--- src/rtl/dtbs_pkg.sv ---
package dtbs_pkg;

   // field widths
   localparam int unsigned LEN_W  = 17;
   localparam int unsigned TAG_W  = 16;
   localparam int unsigned TIME_W = 48;
   localparam int unsigned RATE_W = 32;
   localparam int unsigned CNT_OUT_W = 7;
   localparam int unsigned CSR_IDX_W = 3;
   localparam int unsigned CSR_DAT_W = 32;

   localparam logic [TIME_W-1:0] TIME_MAX = '1;

   // register reset values
   localparam logic [31:0] BURST_RST  = 32'd80000;
   localparam logic [31:0] MRATE_RST  = 32'd65536;
   localparam logic [16:0] MTU_RST    = 17'd12000;
   localparam logic [31:0] PRATE_RST  = 32'd655360;
   localparam logic [6:0]  QLIM_RST   = 7'd64;

   // register indexes
   localparam logic [CSR_IDX_W-1:0] CSR_BURST = 3'd0;
   localparam logic [CSR_IDX_W-1:0] CSR_MRATE = 3'd1;
   localparam logic [CSR_IDX_W-1:0] CSR_MTU   = 3'd2;
   localparam logic [CSR_IDX_W-1:0] CSR_PRATE = 3'd3;
   localparam logic [CSR_IDX_W-1:0] CSR_QLIM  = 3'd4;

   // commands
   localparam logic [1:0] CMD_ARRIVAL = 2'd0;
   localparam logic [1:0] CMD_REQUEST = 2'd1;
   localparam logic [1:0] CMD_TICK    = 2'd2;

   typedef struct packed {
      logic [LEN_W-1:0] len;
      logic [TAG_W-1:0] tag;
   } fifo_entry_type;

   typedef enum logic [3:0] {
      ST_IDLE,
      ST_DECODE,
      ST_LOAD,
      ST_MUL,
      ST_MEAN,
      ST_PEAK,
      ST_TEST,
      ST_DIVM_GO,
      ST_DIVM_WAIT,
      ST_DIVP_GO,
      ST_DIVP_WAIT,
      ST_SCHED,
      ST_DONE
   } state_type;

endpackage

--- src/rtl/dtbs_fifo.sv ---
module dtbs_fifo #(
   parameter int unsigned DEPTH  = 64,
   parameter int unsigned ADDR_W = 6
) (
   input  logic                    clock,
   input  logic                    wr_en,
   input  logic [ADDR_W-1:0]       wr_addr,
   input  dtbs_pkg::fifo_entry_type wr_data,
   input  logic [ADDR_W-1:0]       rd_addr,
   output dtbs_pkg::fifo_entry_type rd_data
);

   dtbs_pkg::fifo_entry_type mem [DEPTH];
   dtbs_pkg::fifo_entry_type rd_data_ff;

   // write port
   always_ff @(posedge clock) begin
      if (wr_en) begin
         mem[wr_addr] <= wr_data;
      end
   end

   // registered read port
   always_ff @(posedge clock) begin
      rd_data_ff <= mem[rd_addr];
   end

   assign rd_data = rd_data_ff;

endmodule

--- config.mk ---
export PLATFORM = sky130hd
export DESIGN_NAME = dtbs_fifo
export DESIGN_NICKNAME = d
export VERILOG_FILES = /design/src/rtl/dtbs_pkg.sv /design/src/rtl/dtbs_fifo.sv
export SDC_FILE = /design/constraint.sdc
export NUM_CORES = 2
export LEC_CHECK = 0
export BUFFER_PORTS_ARGS = -buffer_cell sky130_fd_sc_hd__buf_2
export CAP_MARGIN = 20
export CORE_MARGIN = 2
export CORE_UTILIZATION = 40
export CTS_CLUSTER_DIAMETER = 150
export DETAILED_ROUTE_END_ITERATION = 6
export PLACE_DENSITY = 0.57
export RECOVER_POWER = 100
export REMOVE_ABC_BUFFERS = 1
export SKIP_CTS_REPAIR_TIMING = 1
export SYNTH_ARGS = -nofsm -noshare
export SYNTH_HDL_FRONTEND = slang
export SYNTH_SLANG_ARGS = --single-unit
--- constraint.sdc ---
create_clock -name clock -period 6.7 [get_ports clock]
set_input_delay 0.67 -clock clock [delete_from_list [all_inputs] [get_ports clock]]
set_output_delay 0.67 -clock clock [all_outputs]
set_load 0.01 [all_outputs]
Word-level counts from Yosys, hierarchy flattened
Memories as Yosys holds them, arrays and structs flattened. A register that Yosys moved wholly into a read port is not among the register bits.
Index checks and enable logic that the tools add are counted.
W data, S select, Z words.
{"block": "classes", "n_mux": 2}
{"cell": "$mux W1", "n": 2}
{"block": "totals", "ff_bits": 0, "ram_bits": 2112, "output_inout_bits": 33, "n_memories": 1, "in_bits": 47, "wordCells": 3}
{"name": "mem", "depth": 64, "width": 33, "read_ports": 1, "rd_ports_with_merged_regs": 1, "write_ports": 1, "line_no": "dtbs_fifo.sv:13", "rtl": "dtbs_pkg::fifo_entry_type mem [DEPTH];"}

Longest topological paths before layout
{"block": "logic_depth", "ltp_word": 2, "mapped_depth": 10, "depth_no_buf": 5}

Least setup slack after synthesis
No wires, ideal clock.
{"block": "synth_timing", "kind": "input-to-reg", "startpoint": "input port wr_addr[3]", "endpoint": "memory mem[48][0] (netlist bit), enable pin", "arrival_time_ns": 3.436, "setup_slack_ns": 2.800, "path_buffers": 1, "required_time_ns": 6.236, "stages": 4, "setup_time_ns": 0.464, "path_cell_list": "clkbuf_1 > nor2b_1 > nand4b_1 > nor3_1"}
{"element": "start: declaration", "line_no": "dtbs_fifo.sv:7", "rtl": "input logic [ADDR_W-1:0] wr_addr,"}
{"element": "end: declaration", "line_no": "dtbs_fifo.sv:13"}
Straight into the memory's write port.

Worst setup path after layout
{"block": "layout_timing", "startpoint": "input port wr_addr[1]", "endpoint": "memory mem[59][7] (netlist bit), enable pin"}
Straight into the memory's write port.

==> metrics.txt <==
Primary FF master, synth=edfxtp_1; Vias/cell=5.89; grt ovf=0; Yosys warning count=0; Internal=21.7 mW; Post-synth EDFFs=2,112; CTS max path bufs=3; share of the synthesized area in the top cell type=78.1%; Req. time, crit path=7.09 ns; reg-to-reg slack, setup=4.31 ns; share of layout cells above drive strength 1=22.3%; synth unique cells=46; clock root buffer=clkbuf_16; Post-Syn Area=81,200 µm²; io pins=80; DRC=0; CTS tree=yes; worst-skew pair later-pin latency=0.84 ns; FF+latch count, synth=2,145; dominant cell type by area after synthesis=edfxtp_1; most used cell, CP=clkbuf_1; peak supply drop=0.263 mV; Nets=3,876; Area contributors post-synth=edfxtp_1 (78%), mux4_2 (13%), mux2i_1 (1.2%); first-pass GRT wire length=309,000 µm; slowest CP cell=clkbuf_1; sequential share of the synthesized area=78.9%; CP max stage delay=1.74 ns; initial antenna violation count=2; failing checks=max-capacitance violations, max-slew violations; FF-to-FF Start=mem[40][23]$_DFFE_PP_; most common cell after layout, fill and taps aside=edfxtp_1; H-Tree Depth=4; DRT met1 WL=90,300 µm; chip width=455 µm; worst slew pin tran=3.65 ns; most frequent cells in the layout=edfxtp_1 (2,112), mux4_2 (485), clkbuf_16 (214), clkbuf_1 (211), nand2_1 (101); Post-Syn Area per Cell=22.6 µm²; status=finished, violations left; hold depth=1; critical-path cell list=clkbuf_1 > nor2b_1 > nand3_1 > nor2_1 > clkbuf_1; Starting Density=40.2%; CP bufs+invs=2; Rows=165; Worst Reg-to-Reg Cells=5; Clock Power Share=41.0%; Rel. slew slack=-143%; core area=202,000 µm²; Inst Count DP=6,266; leak pwr=27.8 nW; CTS Sinks=2,145; CTS Buf Count=210; WL final=221,000 µm; TNS Setup=0 ns; min-delay src=wr_data[13]; Finished Layout Cells=6,681; die height=455 µm; vias in the first global route=39,300; fin. max-slew vios=3,732; hold endpoint=mem[62][13]$_DFFE_PP_; max frequency=207 MHz; critical path arrival=5.22 ns; max-cap violation count=117; Worst Hold Class=in2reg; Final Skew=0.0315 ns; met3 WL=16,200 µm; sw power=5.91 mW; Port Buffers=79; Die ar.=207,000 µm²; min cycle time layout=4.83 ns; Top delay family on crit path=simple AND/OR/NAND/NOR gates; RR Endpoint=rd_data[23]$_DFF_P_; post-DR wirelength/cell=33.0 µm; GRT Overall Usage=21.4%; critical path peak fanout=22; Top Layer Used=met4; Setup violations, final=0; fin crit share=72.0%; Routed Antenna Nets=0; sequential share of power=54.2%; Clk pin slew, worst setup/hold paths=0.06 ns; final hold viol count=0; drt first pass iters=5; critical path type=in2reg; sw frac=21.4%; Mapped Cells=3,598; area grow syn2layout=12.4%; routed via count=39,300; power per cell area=302 nW/µm²; critical path capture point type=register; Final GP Congestion=0.791; initial drt markers=4,850; CP startpoint kind=input pin; RSZ-0062 raised after global routing=no; largest net degree at the start of global routing=98; hpwl dp=122,000 µm; routed wl met2=108,000 µm; Async S/R FF share, synth=0%; Logic pwr share=4.7%
==> synthesized netlist by cell type, types with 41 or more instances <==
cell      instances
mux2i_1          96
edfxtp_1       2112
nor2_1           71
mux4_2          485
nand4_1          41
o22ai_1          59
nand3_1          86
nand2_1         102
o221ai_1         46
clkbuf_1         82
buf_2            58
a22oi_1          77
==> worst register-to-register path: cells and delay by family, from the launching register on <==
family          cells  cell delay, ns
compound gates      2            1.07
mux                 1            0.46
simple gates        2            0.39
flops               1            0.36
==> through the flow <==
stage	hold slack, ns	setup WS (ns)	util (%)	instance area [µm²]	power, mW
finish	0.210	1.87	45.2	91300	27.6
CTS	0.347	3.62	45.5	91900	27.8
global route	0.191	1.83	45.2	91300	28.4
floorplan	0.676	2.95	-	80000	15.7
detailed placement	0.827	2.72	42.3	85300	16.6
global placement	0.815	2.68	42.3	85300	16.5
==> worst max path at each step <==
stage | from | end | slack, ns | cells after the start
after CTS | rd_addr[0] | rd_data[23]$_DFF_P_ | 3.62 | 7
after global placement | rd_addr[0] | rd_data[17]$_DFF_P_ | 2.68 | 7
after floorplan | wr_en | mem[48][0]$_DFFE_PP_ | 2.95 | 3
final | wr_addr[1] | mem[59][7]$_DFFE_PP_ | 1.87 | 5
after global routing | wr_addr[1] | mem[13][22]$_DFFE_PP_ | 1.83 | 5
after detailed placement | rd_addr[0] | rd_data[23]$_DFF_P_ | 2.72 | 7
==> layer usage <==
| layer | global-route usage, % | vias to the layer above |
|---|---|---|
| met1 | 29.8 | 21500 |
| met5 | 0 | - |
| li1 | - | 15800 |
| met2 | 34.9 | 1685 |
| met3 | 3.49 | 288 |
| met4 | 5.76 | 0 |
==> power groups by stage <==
stage / clock network [mW] / logic, mW / registers (mW)
3_3_place_gp: 0 / 1.33 / 15.2
4_1_cts: 11.5 / 1.34 / 14.9
2_1_floorplan: 0 / 0.534 / 15.2
3_5_place_dp: 0 / 1.34 / 15.2
5_1_grt: 12.0 / 1.38 / 15.0
6_report: 11.3 / 1.30 / 15.0
==> sequential cells by signal (all words and copies together), names as in the netlist <==
signal and flops:
mem 2112, rd_data 33
==> logic make-up after synthesis <==
kind of cell	Yosys count	synth area share, %
muxes	587	14.7
buffers and inverters	207	1.47
AOI/OAI and AO/OA	281	2.61
and+or+nand+nor	378	2.27
DFF	2145	78.9
==> cell type report <==
| cell class | count | area (µm²) |
|---|---|---|
| antenna | 7 | 17.5 |
| clock buffer | 287 | 5720 |
| clock inverter | 98 | 795 |
| fill | 17000 | 111000 |
| inverter | 3 | 11.3 |
| multi-input combinational | 1246 | 16100 |
| sequential | 2145 | 64100 |
| tap | 2672 | 3340 |
| timing repair buffer | 223 | 1220 |
Power figures use the tool's default switching activity.
