## config.mk

```make
export PLATFORM = sky130hd
export DESIGN_NAME = dtbs_div
export DESIGN_NICKNAME = d
export VERILOG_FILES = /design/src/rtl/dtbs_div.sv
export SDC_FILE = /design/constraint.sdc
export NUM_CORES = 1
export LEC_CHECK = 0
export ABC_AREA = 1
export BUFFER_PORTS_ARGS = -buffer_cell sky130_fd_sc_hd__buf_2
export CAP_MARGIN = 5
export CORE_ASPECT_RATIO = 1.75
export CORE_UTILIZATION = 35
export DETAILED_ROUTE_END_ITERATION = 8
export GPL_TIMING_DRIVEN = 0
export HOLD_SLACK_MARGIN = 0.03
export PLACE_DENSITY = 0.52
export SLEW_MARGIN = 40
export SYNTH_ARGS = -nofsm -noshare
export SYNTH_HDL_FRONTEND = slang
export SYNTH_SLANG_ARGS = --single-unit
```

## constraint.sdc

```tcl
create_clock -name clock -period 7.5 [get_ports clock]
set_clock_uncertainty 0.2 [all_clocks]
set_input_delay 0.375 -clock clock [delete_from_list [all_inputs] [get_ports clock]]
set_output_delay 0.375 -clock clock [all_outputs]
set_load 0.05 [all_outputs]
```

## src/rtl/dtbs_div.sv

```systemverilog
module dtbs_div #(
   parameter int unsigned NUM_W = 34,
   parameter int unsigned DEN_W = 32
) (
   input  logic             clock,
   input  logic             reset,
   input  logic             start,
   input  logic [NUM_W-1:0] numer,
   input  logic [DEN_W-1:0] denom,
   output logic             done,
   output logic [NUM_W-1:0] quot
);

   localparam int unsigned CNT_W = $clog2(NUM_W + 1);

   logic [DEN_W-1:0] rem_ff;
   logic [NUM_W-1:0] quo_ff;
   logic [DEN_W-1:0] den_ff;
   logic [CNT_W-1:0] cnt_ff;
   logic             busy_ff;
   logic             done_ff;
   logic [DEN_W:0]   trial;
   logic             fits;

   // one restoring step: shift in the next numerator bit
   always_comb begin
      trial = {rem_ff, quo_ff[NUM_W-1]};
      fits  = trial >= {1'b0, den_ff};
   end

   always_ff @(posedge clock) begin
      if (reset) begin
         busy_ff <= 1'b0;
         done_ff <= 1'b0;
         cnt_ff  <= '0;
      end else begin
         done_ff <= 1'b0;
         if (start) begin
            busy_ff <= 1'b1;
            cnt_ff  <= CNT_W'(NUM_W);
            rem_ff  <= '0;
            quo_ff  <= numer;
            den_ff  <= denom;
         end else if (busy_ff) begin
            rem_ff <= fits ? DEN_W'(trial - {1'b0, den_ff}) : trial[DEN_W-1:0];
            quo_ff <= {quo_ff[NUM_W-2:0], fits};
            cnt_ff <= cnt_ff - 1'b1;
            if (cnt_ff == CNT_W'(1)) begin
               busy_ff <= 1'b0;
               done_ff <= 1'b1;
            end
         end
      end
   end

   assign done = done_ff;
   assign quot = quo_ff;

endmodule

```

Yosys cells after proc, flatten, opt, wreduce, memory -nomap -nowiden
Cells that the tools add are included.
{ "classes": {"n_addsub": 2, "order_cmp": 1, "n_eq_ne": 1, "muxes": 10, "n_bitwise": 2, "n_reduce_logical": 5} }
{ "ops": {"columns": ["operator", "count"], "rows": [
  ["$mux W34", 2],
  ["$mux W32", 2],
  ["$ge A33 B32 Y1", 1],
  ["$sub A32 B32 Y32", 1],
  ["$mux W6", 2],
  ["$eq A6 B1 Y1 const B", 1],
  ["$sub A6 B1 Y6 const B", 1],
  ["$mux W1", 4],
  ["$reduce_and A2 Y1", 2],
  ["$reduce_or A3 Y1", 1],
  ["$not A1 Y1", 2],
  ["$reduce_bool A2 Y1", 1],
  ["$reduce_or A2 Y1", 1]
]} }
{ "word_totals": {"register_bits": 106, "inputBits": 69, "output_inout_bits": 35} }

Longest topological paths before layout
{ "depth": {"ltp_word": 4, "ltp_mapped": 17} }

Worst setup path before layout
No wires, ideal clock.
{ "synth_timing": {"path_type": "input-to-reg", "start": "input port start", "end": "register quo_ff[0], in the netlist quot[0], enable pin", "setup_ns": 0.426, "t_arrival_ns": 3.975, "t_required_ns": 6.874, "path_slack_ns": 2.899, "path_stages": 6, "n_path_buf": 2, "path_cell_list": "clkbuf_1 > inv_2 > buf_2 > nor2_1 > inv_1 > nand2_1"} }
{ "synth_between": {"elab_chain_len": 2} }
{ "synth_rtl": {"columns": ["item", "line_no", "source"], "rows": [
  ["start: declaration", "7", "input logic start,"],
  ["$reduce_bool A2 Y1 (no line)", null, null],
  ["$reduce_and A2 Y1 (no line)", null, null],
  ["end signal: assignment", "42", "quo_ff <= numer;"],
  ["end signal: assignment", "46", "quo_ff <= {quo_ff[NUM_W-2:0], fits};"],
  ["end: declaration", "17", "logic [NUM_W-1:0] quo_ff;"]
]} }
No other way between the ends.
A chain may end at the register's enable or synchronous reset.

Worst setup path in the final report
{ "layout_timing": {"start": "register rem_ff[20]", "end": "register rem_ff[29] (data pin)"} }
{ "layout_between": {"elab_chain_len": 3} }
{ "layout_rtl": {"columns": ["item", "line_no", "source"], "rows": [
  ["start: declaration", "16", "logic [DEN_W-1:0] rem_ff;"],
  ["start signal: assignment", "45", "rem_ff <= fits ? DEN_W'(trial - {1'b0, den_ff}) : trial[DEN_W-1:0];"],
  ["$sub A32 B32 Y32 or $ge A33 B32 Y1 (tied branches)", "45, 28", null],
  ["$mux W32 *", "45", null],
  ["$mux W32 *", "44", "end else if (busy_ff) begin"]
]} }
Mark *: on every way between the ends. The rest lies on a longest branch, timed or not. The select of a mux whose other input is x is not followed.

==> impl_results.md <==
- Metal2 WL: 11300 um
- Hold depth: 3
- Flop2flop setup slack: 4.81 ns
- Post_cts resized: 0
- Slew Viols, Final: 0
- Starting Density: 36.0%
- WL per Instance: 14.2 um
- Initial antenna violation count: 0
- CTS clk-pin slew, worst paths: 0.07 ns
- Fin nets: 1243
- Num CTS Buffers: 9
- Number of max-cap violations: 0
- CTS tree: built
- Routed vias/inst: 4.47
- Layout cells sized above 1: 13.7%
- Warnings from Yosys: 0
- Mapped Area: 7160 sq um
- LEAKAGE: 4.58 nW
- Met3 wire len: 507 um
- Outcome: complete, no violations
- Vias: 6213
- Crit path kind: reg -> reg
- M1 WL: 7450 um
- #FFs+latches synth: 106
- Drt first-iter violations: 224
- H-tree lvl count: 3
- Global-route wire length before repair: 31500 um
- Die Ht: 191 um
- Internal: 1.22 mW
- Gr usage total: 20.3%
- Sw frac: 37.0%
- Post-DP HPWL: 16000 um
- Net switching power: 0.717 mW
- R2R cell count: 13
- Crit-path max cell delay: 0.44 ns
- Flop pwr share: 38.8%
- N_diodes: 0
- Relative slew slack: 57.6%
- Top routing layer in use: met4
- Delay-heaviest family, CP: simple AND/OR/NAND/NOR gates
- Vias in the first global route: 6274
- Synth Net Count: 1094
- Gr ovfl total: 0
- CP required: 7.42 ns
- DRT Pass-1 Iters: 4
- Worst Path Buf+Inv: 3
- Setup TNS: 0 ns
- CTS Root Cell: clkbuf_16
- Worst VDD drop: 158 uV
- Clock share of power: 24.9%
- Longest Clk Path Bufs: 2
- Cells after Synth: 990
- Port Buffers: 102
- Sink Count: 106
- Clock Latency Late Sink: 0.37 ns
- Largest net degree at the start of global routing: 28
- PwrDens: 223 nW/um^2
- Critical-path cell list: ha_1, nand2_1, nor2_1, nand2_1, nor2_2, nand2_1, nand3_2, inv_4, nand2_8, inv_4, buf_6, nor2_1, nor2_1
- Post-synthesis sequential area ratio: 43.3%
- I/O Pins: 104
- Average cell area after synthesis: 7.23 sq um
- Slew @ Worst Pin: 0.636 ns
- Gate power share: 36.3%
- Post-route ant nets: 0
- # setup viols final: 0
- Synth unique cells: 34
- CP Depth: 13
- Minimum clock period: 2.69 ns
- Remaining DRCs: 0
- Floorplan row count: 68
- Layout area overhead: 21.3%
- Post-place setup slack: 4.51 ns
- Hold Crit Class: in -> reg
- Crit. End Element: flop
- Fmax: 372 MHz
- Hold Vio Cnt, Final: 0
- CP Launch Type: flop
- Final Wtd Congestion: 0.921
- RSZ-0062 raised after global routing: no
- Max stage delay cell, worst path: edfxtp_1
- Post-Route WL: 19700 um
- Fin worst setup slack: 4.81 ns
- Filler cells: 2195
- Core ar.: 19900 sq um
- Tcrit/Tclk final: 35.8%
- Worst-path maximum fanout: 10
- DIE AREA: 21100 sq um
- Worst EP arrival: 2.60 ns
- Die X: 110 um
## flip-flops by register name, summed over array words and instances (netlist names)
| register | flops |
|---|---|
| quot | 34 |
| den_ff | 32 |
| rem_ff | 32 |
| cnt_ff | 6 |
| busy_ff | 1 |
| done | 1 |
## kinds of logic after synthesis
group	count (synthesis)	synth area share (%)
buf+inv	197	11.0
simple gates	608	35.5
fa+ha+maj	35	6.22
xor+xnor	15	1.84
flops	106	43.3
compound gates	29	2.15
## stage by stage
step	instance area, sq um	hold WS, ns	util [%]	cells	power [mW]
final	8680	0.0772	43.6	1389	1.94
after global routing	8680	0.0785	43.6	1389	2.07
after CTS	8680	0.0603	43.6	1389	1.97
after detailed placement	8070	0.322	40.6	1341	1.47
after global placement	7980	0.317	40.1	1337	1.46
after floorplan	7160	0.274	-	990	1.27
## timing repair
action,4_1_cts,5_1_grt
hold buffers,32,0
hold endpoints to repair,32,0
setup buffers,0,0
## cell usage in the layout (no fill, tap or decap), drive strengths merged
cell type    count
nor2           114
dfxtp            8
bufinv           1
nand2          413
a21oi           21
dlygate4sd3     32
nor3             6
clkinvlp         1
clkinv           3
clkbuf          16
nand3           32
o21ai            6
and3             1
or2              2
nor3b            3
nand4            5
a21o             2
nand3b          23
xor2            14
buf            120
ha              34
and2             9
fa               1
inv            178
edfxtp          98
xnor2            1
## power groups by stage
| stage | logic [mW] | registers, mW | clock network (mW) |
|---|---|---|---|
| detailed placement | 0.701 | 0.765 | 0 |
| global route | 0.795 | 0.761 | 0.516 |
| finish | 0.705 | 0.752 | 0.482 |
| CTS | 0.716 | 0.753 | 0.499 |
| floorplan | 0.454 | 0.816 | 0 |
| global placement | 0.687 | 0.769 | 0 |
## Yosys cell counts, drive strengths merged
cell    instances  share of area [%]
clkbuf          5               0.26
a21oi          21                1.5
nand2         413                 22
dfxtp           8                2.2
nor3b           3               0.31
nand3          32                2.4
xnor2           1               0.12
a21o            2               0.21
nand4           5               0.44
nor3            6               0.49
nor2          114                6.3
and2            9               0.79
buf            14                1.3
or2             2               0.17
o21ai           6               0.47
ha             34                5.9
xor2           14                1.7
and3            1              0.087
inv           178                9.4
edfxtp         98                 41
fa              1               0.28
nand3b         23                2.4
## worst reg2reg max path, delay by kind of cell, from the launching register on
family | cells | cell delay, ns
adder cells (fa/ha/maj) | 1 | 0.39
flip-flops | 1 | 0.44
buffers and inverters | 3 | 0.29
AND/OR/NAND/NOR | 9 | 1.10
## worst paths after layout
path,startpoint,end
worst max-delay path,rem_ff[20]$_SDFFCE_PP0P_,rem_ff[29]$_SDFFCE_PP0P_
worst min register to register,quot[6]$_DFFE_PP_,quot[7]$_DFFE_PP_
worst min-delay path,numer[22],quot[22]$_DFFE_PP_
worst max register to register,rem_ff[20]$_SDFFCE_PP0P_,rem_ff[29]$_SDFFCE_PP0P_
## final cells by class
| cell class | instances | area (sq um) | area share (%) |
|---|---|---|---|
| flip-flops and latches | 106 | 3100 | 35.7 |
| clock buffers | 11 | 233 | 2.68 |
| clock inverters | 5 | 55.1 | 0.634 |
| well taps | 245 | 307 | 3.53 |
| inverters | 178 | 673 | 7.75 |
| multi-input cells | 687 | 3280 | 37.8 |
| plain buffers | 19 | 114 | 1.31 |
| repair buffers | 138 | 913 | 10.5 |
## routing by layer
layer  global-route usage (%)  vias to the layer above
met5                        0                        -
met3                     2.73                       17
li1                         -                     3330
met4                     8.30                        0
met2                     40.2                      106
met1                     20.4                     2760
Note: power is estimated with default switching activity, not from simulation.
